## src/design/oba_pkg.sv

```systemverilog
`default_nettype none

package oba_pkg;

    // Datapath widths.
    localparam int PRICE_BITS    = 32;
    localparam int TIME_BITS     = 48;
    localparam int VOL_BITS      = 32;
    localparam int PERIOD_BITS   = 40;
    localparam int CFG_DATA_BITS = 48;
    localparam int CFG_IDX_BITS  = 3;

    typedef logic signed [PRICE_BITS-1:0] price_t;
    typedef logic [TIME_BITS-1:0]         tstamp_t;
    typedef logic [VOL_BITS-1:0]          vol_t;
    typedef logic [PERIOD_BITS-1:0]       period_t;
    typedef logic [CFG_DATA_BITS-1:0]     cfg_data_t;
    typedef logic [CFG_IDX_BITS-1:0]      cfg_idx_t;

    // Configuration register indexes.
    localparam cfg_idx_t CFG_BAR_PERIOD       = 3'd0;
    localparam cfg_idx_t CFG_EPOCH_LENGTH     = 3'd1;
    localparam cfg_idx_t CFG_FIRST_BAR_TIME   = 3'd2;
    localparam cfg_idx_t CFG_FIRST_EPOCH_TIME = 3'd3;
    localparam cfg_idx_t CFG_BAR_CAPACITY     = 3'd4;

    // Reset values of the configuration registers.
    localparam period_t RST_BAR_PERIOD   = 40'd60000;
    localparam period_t RST_EPOCH_LENGTH = 40'd86400000;

    typedef struct packed {
        logic      valid;
        cfg_idx_t  index;
        cfg_data_t data;
    } cfg_wr_t;

    typedef struct packed {
        tstamp_t item_time;
        logic    source_is_candle;
        price_t  open_price;
        price_t  high_price;
        price_t  low_price;
        price_t  close_price;
        vol_t    tick_count;
        vol_t    ask_amount;
        vol_t    bid_amount;
        price_t  spread_value;
    } item_t;

    typedef struct packed {
        tstamp_t bar_time;
        price_t  bar_open;
        price_t  bar_high;
        price_t  bar_low;
        price_t  bar_close;
        vol_t    bar_ticks;
        vol_t    bar_ask;
        vol_t    bar_bid;
        price_t  bar_spread;
        logic    is_ghost_bar;
        vol_t    bars_held;
    } result_t;

    // Saturating volume sum.
    function automatic vol_t sat_add(input vol_t a, input vol_t b);
        logic [VOL_BITS:0] s;
        s = {1'b0, a} + {1'b0, b};
        return s[VOL_BITS] ? {VOL_BITS{1'b1}} : s[VOL_BITS-1:0];
    endfunction

endpackage

`default_nettype wire

```

## src/design/oba_in_reg.sv

```systemverilog
`default_nettype none

module oba_in_reg (
    input  wire logic           clk,
    input  wire logic           rst_n,
    input  wire logic           in_valid,
    output logic                in_ready,
    input  wire oba_pkg::item_t in_item,
    input  wire logic           take,
    output logic                item_valid,
    output oba_pkg::item_t      item
);
    import oba_pkg::*;

    logic  valid_reg;
    logic  valid_next;
    item_t item_reg;
    logic  accept;

    // The slot can refill in the same cycle that its item moves on.
    assign in_ready = !valid_reg || take;
    assign accept   = in_valid && in_ready;

    always_comb
    begin
        valid_next = valid_reg;
        if (accept)
        begin
            valid_next = 1'b1;
        end
        else if (take)
        begin
            valid_next = 1'b0;
        end
    end

    always_ff @(posedge clk or negedge rst_n)
    begin
        if (!rst_n)
        begin
            valid_reg <= 1'b0;
        end
        else
        begin
            valid_reg <= valid_next;
        end
    end

    always_ff @(posedge clk)
    begin
        if (accept)
        begin
            item_reg <= in_item;
        end
    end

    assign item_valid = valid_reg;
    assign item       = item_reg;

endmodule

`default_nettype wire

```

## src/design/oba_bar_core.sv

```systemverilog
`default_nettype none

module oba_bar_core (
    input  wire logic             clk,
    input  wire logic             rst_n,
    input  wire oba_pkg::cfg_wr_t cfg,
    input  wire oba_pkg::item_t   item,
    input  wire logic             fire,
    output logic                  has_result,
    output oba_pkg::result_t      result
);
    import oba_pkg::*;

    // Configuration.
    period_t bar_period_reg;
    period_t epoch_length_reg;
    vol_t    bar_capacity_reg;

    // Bar state.
    tstamp_t next_boundary_reg, next_boundary_next;
    tstamp_t next_epoch_reg, next_epoch_next;
    tstamp_t open_bar_time_reg, open_bar_time_next;
    price_t  acc_open_reg, acc_open_next;
    price_t  acc_high_reg, acc_high_next;
    price_t  acc_low_reg, acc_low_next;
    price_t  acc_close_reg, acc_close_next;
    vol_t    acc_ticks_reg, acc_ticks_next;
    vol_t    acc_ask_reg, acc_ask_next;
    vol_t    acc_bid_reg, acc_bid_next;
    price_t  acc_spread_reg, acc_spread_next;
    vol_t    closed_count_reg, closed_count_next;

    // Item view: for a tick the close price stands in for open, high and low.
    price_t  it_open, it_high, it_low;
    logic    upd, cls;

    // Bar after the update step.
    price_t  u_open, u_high, u_low, u_close, u_spread;
    vol_t    u_ticks, u_ask, u_bid;

    // Boundary arithmetic.
    tstamp_t period_ext, epoch_ext, nb_adv, ne_lim;

    assign it_open = item.source_is_candle ? item.open_price : item.close_price;
    assign it_high = item.source_is_candle ? item.high_price : item.close_price;
    assign it_low  = item.source_is_candle ? item.low_price  : item.close_price;

    // A source bar exactly on the boundary both updates and closes the bar.
    assign upd = item.source_is_candle ? (item.item_time <= next_boundary_reg)
                                       : (item.item_time <  next_boundary_reg);
    assign cls = (item.item_time >= next_boundary_reg);

    always_comb
    begin
        u_open   = acc_open_reg;
        u_high   = acc_high_reg;
        u_low    = acc_low_reg;
        u_close  = acc_close_reg;
        u_ticks  = acc_ticks_reg;
        u_ask    = acc_ask_reg;
        u_bid    = acc_bid_reg;
        u_spread = acc_spread_reg;
        if (upd)
        begin
            if (acc_ticks_reg != '0)
            begin
                if (it_high > acc_high_reg)
                begin
                    u_high = it_high;
                end
                if (it_low < acc_low_reg)
                begin
                    u_low = it_low;
                end
                u_close = item.close_price;
                u_ticks = sat_add(acc_ticks_reg, item.tick_count);
                u_ask   = sat_add(acc_ask_reg, item.ask_amount);
                u_bid   = sat_add(acc_bid_reg, item.bid_amount);
                if (item.spread_value > acc_spread_reg)
                begin
                    u_spread = item.spread_value;
                end
            end
            else
            begin
                u_open   = it_open;
                u_high   = it_high;
                u_low    = it_low;
                u_close  = item.close_price;
                u_ticks  = item.tick_count;
                u_ask    = item.ask_amount;
                u_bid    = item.bid_amount;
                u_spread = item.spread_value;
            end
        end
    end

    // Closed bar.
    always_comb
    begin
        closed_count_next = closed_count_reg;
        if (closed_count_reg < bar_capacity_reg)
        begin
            closed_count_next = closed_count_reg + 1'b1;
        end

        result.bar_time  = open_bar_time_reg;
        result.bars_held = closed_count_next;
        if (u_ticks != '0)
        begin
            result.bar_open     = u_open;
            result.bar_high     = u_high;
            result.bar_low      = u_low;
            result.bar_close    = u_close;
            result.bar_ticks    = u_ticks;
            result.bar_ask      = u_ask;
            result.bar_bid      = u_bid;
            result.bar_spread   = u_spread;
            result.is_ghost_bar = 1'b0;
        end
        else
        begin
            result.bar_open     = item.close_price;
            result.bar_high     = item.close_price;
            result.bar_low      = item.close_price;
            result.bar_close    = item.close_price;
            result.bar_ticks    = '0;
            result.bar_ask      = '0;
            result.bar_bid      = '0;
            result.bar_spread   = item.spread_value;
            result.is_ghost_bar = 1'b1;
        end
    end

    assign has_result = cls;

    // Next boundary, realigned to the epoch when the epoch is crossed.
    assign period_ext = tstamp_t'(bar_period_reg);
    assign epoch_ext  = tstamp_t'(epoch_length_reg);
    assign nb_adv     = next_boundary_reg + period_ext;
    assign ne_lim     = next_epoch_reg + period_ext;

    always_comb
    begin
        open_bar_time_next = open_bar_time_reg;
        next_boundary_next = next_boundary_reg;
        next_epoch_next    = next_epoch_reg;
        acc_open_next      = u_open;
        acc_high_next      = u_high;
        acc_low_next       = u_low;
        acc_close_next     = u_close;
        acc_ticks_next     = u_ticks;
        acc_ask_next       = u_ask;
        acc_bid_next       = u_bid;
        acc_spread_next    = u_spread;
        if (cls)
        begin
            open_bar_time_next = next_boundary_reg;
            if (item.tick_count == '0)
            begin
                // A ghost item opens an empty bar and leaves the prices alone.
                acc_ticks_next = '0;
            end
            else
            begin
                acc_open_next   = it_open;
                acc_high_next   = it_high;
                acc_low_next    = it_low;
                acc_close_next  = item.close_price;
                acc_ticks_next  = item.tick_count;
                acc_ask_next    = item.ask_amount;
                acc_bid_next    = item.bid_amount;
                acc_spread_next = item.spread_value;
            end
            next_boundary_next = nb_adv;
            if (nb_adv > next_epoch_reg)
            begin
                if (nb_adv < ne_lim)
                begin
                    next_boundary_next = ne_lim;
                end
                next_epoch_next = next_epoch_reg + epoch_ext;
            end
        end
    end

    always_ff @(posedge clk or negedge rst_n)
    begin
        if (!rst_n)
        begin
            bar_period_reg    <= RST_BAR_PERIOD;
            epoch_length_reg  <= RST_EPOCH_LENGTH;
            bar_capacity_reg  <= '0;
            next_boundary_reg <= '0;
            next_epoch_reg    <= '0;
            open_bar_time_reg <= '0;
            acc_open_reg      <= '0;
            acc_high_reg      <= '0;
            acc_low_reg       <= '0;
            acc_close_reg     <= '0;
            acc_ticks_reg     <= '0;
            acc_ask_reg       <= '0;
            acc_bid_reg       <= '0;
            acc_spread_reg    <= '0;
            closed_count_reg  <= '0;
        end
        else
        begin
            if (fire)
            begin
                open_bar_time_reg <= open_bar_time_next;
                next_boundary_reg <= next_boundary_next;
                next_epoch_reg    <= next_epoch_next;
                acc_open_reg      <= acc_open_next;
                acc_high_reg      <= acc_high_next;
                acc_low_reg       <= acc_low_next;
                acc_close_reg     <= acc_close_next;
                acc_ticks_reg     <= acc_ticks_next;
                acc_ask_reg       <= acc_ask_next;
                acc_bid_reg       <= acc_bid_next;
                acc_spread_reg    <= acc_spread_next;
                if (cls)
                begin
                    closed_count_reg <= closed_count_next;
                end
            end
            if (cfg.valid)
            begin
                case (cfg.index)
                    CFG_BAR_PERIOD:       bar_period_reg    <= cfg.data[PERIOD_BITS-1:0];
                    CFG_EPOCH_LENGTH:     epoch_length_reg  <= cfg.data[PERIOD_BITS-1:0];
                    CFG_FIRST_BAR_TIME:   next_boundary_reg <= tstamp_t'(cfg.data);
                    CFG_FIRST_EPOCH_TIME: next_epoch_reg    <= tstamp_t'(cfg.data);
                    CFG_BAR_CAPACITY:     bar_capacity_reg  <= cfg.data[VOL_BITS-1:0];
                    default:              ;
                endcase
            end
        end
    end

endmodule

`default_nettype wire

```

## src/design/oba_out_reg.sv

```systemverilog
`default_nettype none

module oba_out_reg (
    input  wire logic             clk,
    input  wire logic             rst_n,
    input  wire logic             load,
    input  wire oba_pkg::result_t load_data,
    output logic                  slot_free,
    output logic                  out_valid,
    input  wire logic             out_ready,
    output oba_pkg::result_t      data
);
    import oba_pkg::*;

    logic    valid_reg;
    logic    valid_next;
    result_t data_reg;

    // Free when empty or when the held bar leaves this cycle.
    assign slot_free = !valid_reg || out_ready;

    always_comb
    begin
        valid_next = valid_reg;
        if (load)
        begin
            valid_next = 1'b1;
        end
        else if (out_ready)
        begin
            valid_next = 1'b0;
        end
    end

    always_ff @(posedge clk or negedge rst_n)
    begin
        if (!rst_n)
        begin
            valid_reg <= 1'b0;
        end
        else
        begin
            valid_reg <= valid_next;
        end
    end

    always_ff @(posedge clk)
    begin
        if (load)
        begin
            data_reg <= load_data;
        end
    end

    assign out_valid = valid_reg;
    assign data      = data_reg;

endmodule

`default_nettype wire

```

## src/design/ohlc_bar_aggregator.sv

```systemverilog
// Time-bar aggregator for a market data stream.
// Ticks or finer source bars come in on the input channel (in_valid/in_ready),
// one per transfer. Each closed bar leaves on the output channel
// (out_valid/out_ready) as one transfer; an item that does not cross the bar
// boundary produces no output transfer.
// Configuration goes through cfg_valid/cfg_ready with cfg_index and cfg_data;
// cfg_ready is always high. Writes are to be made only while the block is
// idle; the block itself does not enforce this. An accepted item waits in the
// input register until the output register can take the bar it may close; it
// is then processed, and its bar, if any, is presented from the output register.
// Throughput: one item per cycle while the receiver keeps taking bars; the bar
// state update is a single pass of compares, 32-bit volume adds and 48-bit
// boundary adds between the input register and the result register.
// When the receiver stalls, the held bar waits in the output register, one
// more item waits in the input register, and in_ready then drops.
// Reset clears the open bar, the boundaries and the closed-bar count and loads
// the default bar period (one minute) and epoch length (one day).

`default_nettype none

module ohlc_bar_aggregator (
    input  wire logic               clk,
    input  wire logic               rst_n,

    input  wire logic               cfg_valid,
    output logic                    cfg_ready,
    input  wire oba_pkg::cfg_idx_t  cfg_index,
    input  wire oba_pkg::cfg_data_t cfg_data,

    input  wire logic               in_valid,
    output logic                    in_ready,
    input  wire oba_pkg::tstamp_t   item_time,
    input  wire logic               source_is_candle,
    input  wire oba_pkg::price_t    open_price,
    input  wire oba_pkg::price_t    high_price,
    input  wire oba_pkg::price_t    low_price,
    input  wire oba_pkg::price_t    close_price,
    input  wire oba_pkg::vol_t      tick_count,
    input  wire oba_pkg::vol_t      ask_amount,
    input  wire oba_pkg::vol_t      bid_amount,
    input  wire oba_pkg::price_t    spread_value,

    output logic                    out_valid,
    input  wire logic               out_ready,
    output oba_pkg::tstamp_t        bar_time,
    output oba_pkg::price_t         bar_open,
    output oba_pkg::price_t         bar_high,
    output oba_pkg::price_t         bar_low,
    output oba_pkg::price_t         bar_close,
    output oba_pkg::vol_t           bar_ticks,
    output oba_pkg::vol_t           bar_ask,
    output oba_pkg::vol_t           bar_bid,
    output oba_pkg::price_t         bar_spread,
    output logic                    is_ghost_bar,
    output oba_pkg::vol_t           bars_held
);
    import oba_pkg::*;

    item_t   in_item;
    item_t   item;
    logic    item_valid;
    cfg_wr_t cfg;
    logic    fire;
    logic    slot_free;
    logic    has_result;
    result_t core_result;
    result_t out_data;

    // Configuration writes are taken in any cycle.
    assign cfg_ready = 1'b1;
    assign cfg.valid = cfg_valid;
    assign cfg.index = cfg_index;
    assign cfg.data  = cfg_data;

    assign in_item.item_time        = item_time;
    assign in_item.source_is_candle = source_is_candle;
    assign in_item.open_price       = open_price;
    assign in_item.high_price       = high_price;
    assign in_item.low_price        = low_price;
    assign in_item.close_price      = close_price;
    assign in_item.tick_count       = tick_count;
    assign in_item.ask_amount       = ask_amount;
    assign in_item.bid_amount       = bid_amount;
    assign in_item.spread_value     = spread_value;

    // The held item is processed only when the output register can take
    // whatever bar it may close, so no result is ever dropped.
    assign fire = item_valid && slot_free;

    oba_in_reg u_in_reg (
        .clk        (clk),
        .rst_n      (rst_n),
        .in_valid   (in_valid),
        .in_ready   (in_ready),
        .in_item    (in_item),
        .take       (fire),
        .item_valid (item_valid),
        .item       (item)
    );

    oba_bar_core u_core (
        .clk        (clk),
        .rst_n      (rst_n),
        .cfg        (cfg),
        .item       (item),
        .fire       (fire),
        .has_result (has_result),
        .result     (core_result)
    );

    oba_out_reg u_out_reg (
        .clk        (clk),
        .rst_n      (rst_n),
        .load       (fire && has_result),
        .load_data  (core_result),
        .slot_free  (slot_free),
        .out_valid  (out_valid),
        .out_ready  (out_ready),
        .data       (out_data)
    );

    assign bar_time     = out_data.bar_time;
    assign bar_open     = out_data.bar_open;
    assign bar_high     = out_data.bar_high;
    assign bar_low      = out_data.bar_low;
    assign bar_close    = out_data.bar_close;
    assign bar_ticks    = out_data.bar_ticks;
    assign bar_ask      = out_data.bar_ask;
    assign bar_bid      = out_data.bar_bid;
    assign bar_spread   = out_data.bar_spread;
    assign is_ghost_bar = out_data.is_ghost_bar;
    assign bars_held    = out_data.bars_held;

endmodule

`default_nettype wire

```

## config.mk

```make
export PLATFORM = sky130hd
export DESIGN_NAME = ohlc_bar_aggregator
export DESIGN_NICKNAME = d
export VERILOG_FILES = /design/src/design/oba_pkg.sv /design/src/design/oba_in_reg.sv /design/src/design/oba_bar_core.sv /design/src/design/oba_out_reg.sv /design/src/design/ohlc_bar_aggregator.sv
export SDC_FILE = /design/constraint.sdc
export NUM_CORES = 2
export LEC_CHECK = 0
export BUFFER_PORTS_ARGS = -buffer_cell sky130_fd_sc_hd__buf_2
export CORE_MARGIN = 2
export CORE_UTILIZATION = 33
export CTS_CLUSTER_DIAMETER = 60
export CTS_CLUSTER_SIZE = 8
export DETAILED_ROUTE_END_ITERATION = 10
export PLACE_DENSITY = 0.59
export SLEW_MARGIN = 10
export SYNTH_ARGS = -nofsm -noshare
export SYNTH_HDL_FRONTEND = slang
export SYNTH_SLANG_ARGS = --single-unit
```

## constraint.sdc

```tcl
create_clock -name clk -period 13.8 [get_ports clk]
set_clock_uncertainty 0.1 [all_clocks]
set_input_delay 4.14 -clock clk [delete_from_list [all_inputs] [get_ports clk]]
set_output_delay 4.14 -clock clk [all_outputs]
set_load 0.01 [all_outputs]
```

==> results.sh <==
export IMPL_post_cts_hold_buffer_count=0
export IMPL_synth_compound_area_share=0.169
export IMPL_share_of_synthesized_flip_flops_with_an_asynchronous_set_or_reset=0.460
export IMPL_clock_tree_from_tritoncts="built"
export IMPL_cap_violations=0
export IMPL_placed_cells_incl_taps=9403
export IMPL_routed_via_density=5.32
export IMPL_cell_area_after_technology_mapping_um2=65600
export IMPL_synth_cell_types=89
export IMPL_final_layout_size_suffix_gt1_frac=0.172
export IMPL_fillerInstances=19253
export IMPL_final_cells=9775
export IMPL_post_cts_buffers=0
export IMPL_num_io_pins=701
export IMPL_finalSetupViolations=0
export IMPL_synthXorXnorAreaFrac=0.0357
export IMPL_path_clk_slew_ns=0.05
export IMPL_synth_top_flop_cell="sky130_fd_sc_hd__edfxtp_1"
export IMPL_total_nets_final=7791
export IMPL_grt_overflow_total=0
export IMPL_power_per_cell_area_nw_per_um2=253
export IMPL_pre_cts_slack_ns=4.95
export IMPL_tritoncts_num_buffers=177
export IMPL_dpl_cell_area_um2=72000
export IMPL_worst_endpoint_arrival_ns=4.62
export IMPL_dieWidth_um=450
export IMPL_ctsRootBufferMaster="sky130_fd_sc_hd__clkbuf_16"
export IMPL_yosys_mux_area_fraction=0.0488
export IMPL_finished_layout_cell_area_um2=77700
export IMPL_drc=0
export IMPL_synth_nets=7126
export IMPL_grt_setup_unrepaired="no"
export IMPL_cts_repair_resize_count=0
export IMPL_postSynthRegisterBits=1188
export IMPL_drt_total_wl_um=220000
export IMPL_dominant_combinational_cell_family_by_area_after_synthesis="compound AO/OA/AOI/OAI gates"
export IMPL_drt_first_pass_iters=6
export IMPL_start_util=0.332
export IMPL_gr_usage_all_layers=0.211
export IMPL_fp_coreArea_um2=197000
export IMPL_final_period_minus_worst_setup_slack_ns=8.86
export IMPL_detailed_place_hpwl_um=161000
export IMPL_layout_setup_ws_ns=4.94
export IMPL_multi_input_area_um2=30500
export IMPL_cp_data_required_time_ns=9.56
export IMPL_synth_adder_area_share=0.0938
export IMPL_worst_path_max_fanout=3
export IMPL_ir_drop_worst_vdd_mv=0.135
export IMPL_worstRegToRegCells=27
export IMPL_grt_pass1_wl_um=327000
export IMPL_largest_reg_flops=337
export IMPL_grt_antenna_before_repair=68
export IMPL_totalNegativeSetupSlack_ns=0
export IMPL_die_area_um2=202000
export IMPL_synth_seq_area_share=0.503
export IMPL_via_count_of_the_first_global_routing_pass=50855
export IMPL_drv_slew=0
export IMPL_setup_worst_path_class="in -> out"
export IMPL_ys_warn_count=0
export IMPL_syn_to_final_growth_pct=18.4
export IMPL_antenna_violating_nets_post_route=0
export IMPL_number_of_vias_in_the_routed_layout=51967
export IMPL_mostFrequentLayoutCells="sky130_fd_sc_hd__buf_2 (698), sky130_fd_sc_hd__edfxtp_1 (642), sky130_fd_sc_hd__nand2_1 (615), sky130_fd_sc_hd__a21oi_1 (546), sky130_fd_sc_hd__dfrtp_1 (530)"
export IMPL_layout_commonest_cell="sky130_fd_sc_hd__buf_2"
export IMPL_grt_start_max_net_pins=142
export IMPL_crit_path_end_kind="output pin"
export IMPL_final_hold_fails=0
export IMPL_post_synth_and_or_nand_nor_area_fraction=0.114
export IMPL_post_route_period_util=0.642
export IMPL_drt_iter0_markers=4174
export IMPL_register_area_um2=33000
export IMPL_floorplan_rows=163
export IMPL_cts_max_level=4
export IMPL_clockBufferDepth=3
export IMPL_setup_worst_path_start_class="input pin"
export IMPL_synth_edf_count=642
export IMPL_number_of_cells_traversed_by_the_worst_hold_path=0
export IMPL_dieHeight_um=450
export IMPL_cts_sink_count=1188
export IMPL_place_congestion=0.922
export IMPL_power_leakage_nw=33.5
export IMPL_cpPeakStageDelay_ns=0.19
export IMPL_postSynthCellCount=6277
export IMPL_max_freq_mhz=113
export IMPL_min_delay_path_class="reg -> reg"
export IMPL_crit_path_cells="buf_2, nand3b_1, buf_2"
export IMPL_status="complete, no violations"
export IMPL_port_buffers=699
export IMPL_syn_area_per_cell_um2=10.4
export IMPL_timing_critical_path_mode_cell="sky130_fd_sc_hd__buf_2"
export IMPL_worstMarginPinSlew_ns=1.10
export IMPL_slew_limit_headroom=0.267
export IMPL_clock_latency_ns=0.82
export IMPL_critical_path_slowest_cell="sky130_fd_sc_hd__nand3b_1"
export IMPL_routed_wire_length_per_instance_um=22.5
[critical path, delay by kind of cell]
family	cells	cell delay, ns
AND/OR/NAND/NOR	1	0.19
buffers and inverters	2	0.28
[report_power, final]
group	switching, mW	internal [mW]	total [mW]
Clock	1.67	2.59	4.26
Combinational	5.92	3.77	9.70
Sequential	0.650	5.05	5.70
[synth_stat cells, types with 85 or more instances]
cell type                  instances  area share
sky130_fd_sc_hd__edfxtp_1        642        0.29
sky130_fd_sc_hd__nand2_1         617       0.035
sky130_fd_sc_hd__a21oi_1         550       0.042
sky130_fd_sc_hd__dfrtp_1         530        0.20
sky130_fd_sc_hd__o21ai_0         499       0.038
sky130_fd_sc_hd__ha_1            482       0.092
sky130_fd_sc_hd__nor2_1          441       0.025
sky130_fd_sc_hd__inv_1           329       0.019
sky130_fd_sc_hd__a21o_1          248       0.028
sky130_fd_sc_hd__clkbuf_1        205       0.012
sky130_fd_sc_hd__mux2_2          173       0.030
sky130_fd_sc_hd__xnor2_1         166       0.022
sky130_fd_sc_hd__nor3_1          120      0.0092
sky130_fd_sc_hd__xor2_1          101       0.013
sky130_fd_sc_hd__nand3_1          97      0.0074
sky130_fd_sc_hd__mux2i_1          91       0.014
sky130_fd_sc_hd__nor2b_1          85      0.0081
[stage by stage]
stage	total power, mW	hold slack, ns	util
floorplan	12.5	0.325	-
global placement	15.1	0.330	0.365
detailed placement	15.3	0.335	0.365
CTS	19.7	0.331	0.393
global route	21.1	0.336	0.393
finish	19.7	0.330	0.393
[layer usage]
| layer | routed length (um) | up-vias | GRT usage | part of all wire |
|---|---|---|---|---|
| met1 | 90100 | 25488 | 0.261 | 0.41 |
| met3 | 11200 | 417 | 0.0317 | 0.051 |
| met2 | 109000 | 1698 | 0.357 | 0.49 |
| met5 | 80 | - | 0 | 0.00036 |
| li1 | - | 24350 | - | - |
| met4 | 10300 | 14 | 0.107 | 0.047 |
[cells by family after synthesis]
family	count (synthesis)
flops	1188
fa+ha+maj	488
xor+xnor	267
other cells	1
mux	294
buf+inv	604
compound gates	1791
simple gates	1644
[final timing paths]
kind | startpoint | end | slack, ns
hold / removal | u_core.open_bar_time_reg[14] | u_out_reg.data[303] | 0.33
setup / recovery | out_ready | in_ready | 4.94
min in group asynchronous | rst_n | u_core.acc_ticks_reg[10] | 3.25
hold reg to reg | u_core.open_bar_time_reg[14] | u_out_reg.data[303] | 0.33
max in group asynchronous | rst_n | u_core.bar_period_reg[38] | 8.40
setup reg to reg | u_core.next_boundary_reg[0] | u_core.next_boundary_reg[4] | 5.58
[final cells by class]
type / count / area share
Inverter: 330 / 0.0160
Sequential cell: 1188 / 0.424
Multi-Input combinational cell: 4485 / 0.392
Clock inverter: 27 / 0.00580
Clock buffer: 301 / 0.0654
Timing Repair Buffer: 760 / 0.0520
Tap cell: 2640 / 0.0425
Antenna cell: 44 / 0.00142
No activity file was read; power rests on OpenSTA's default activity.
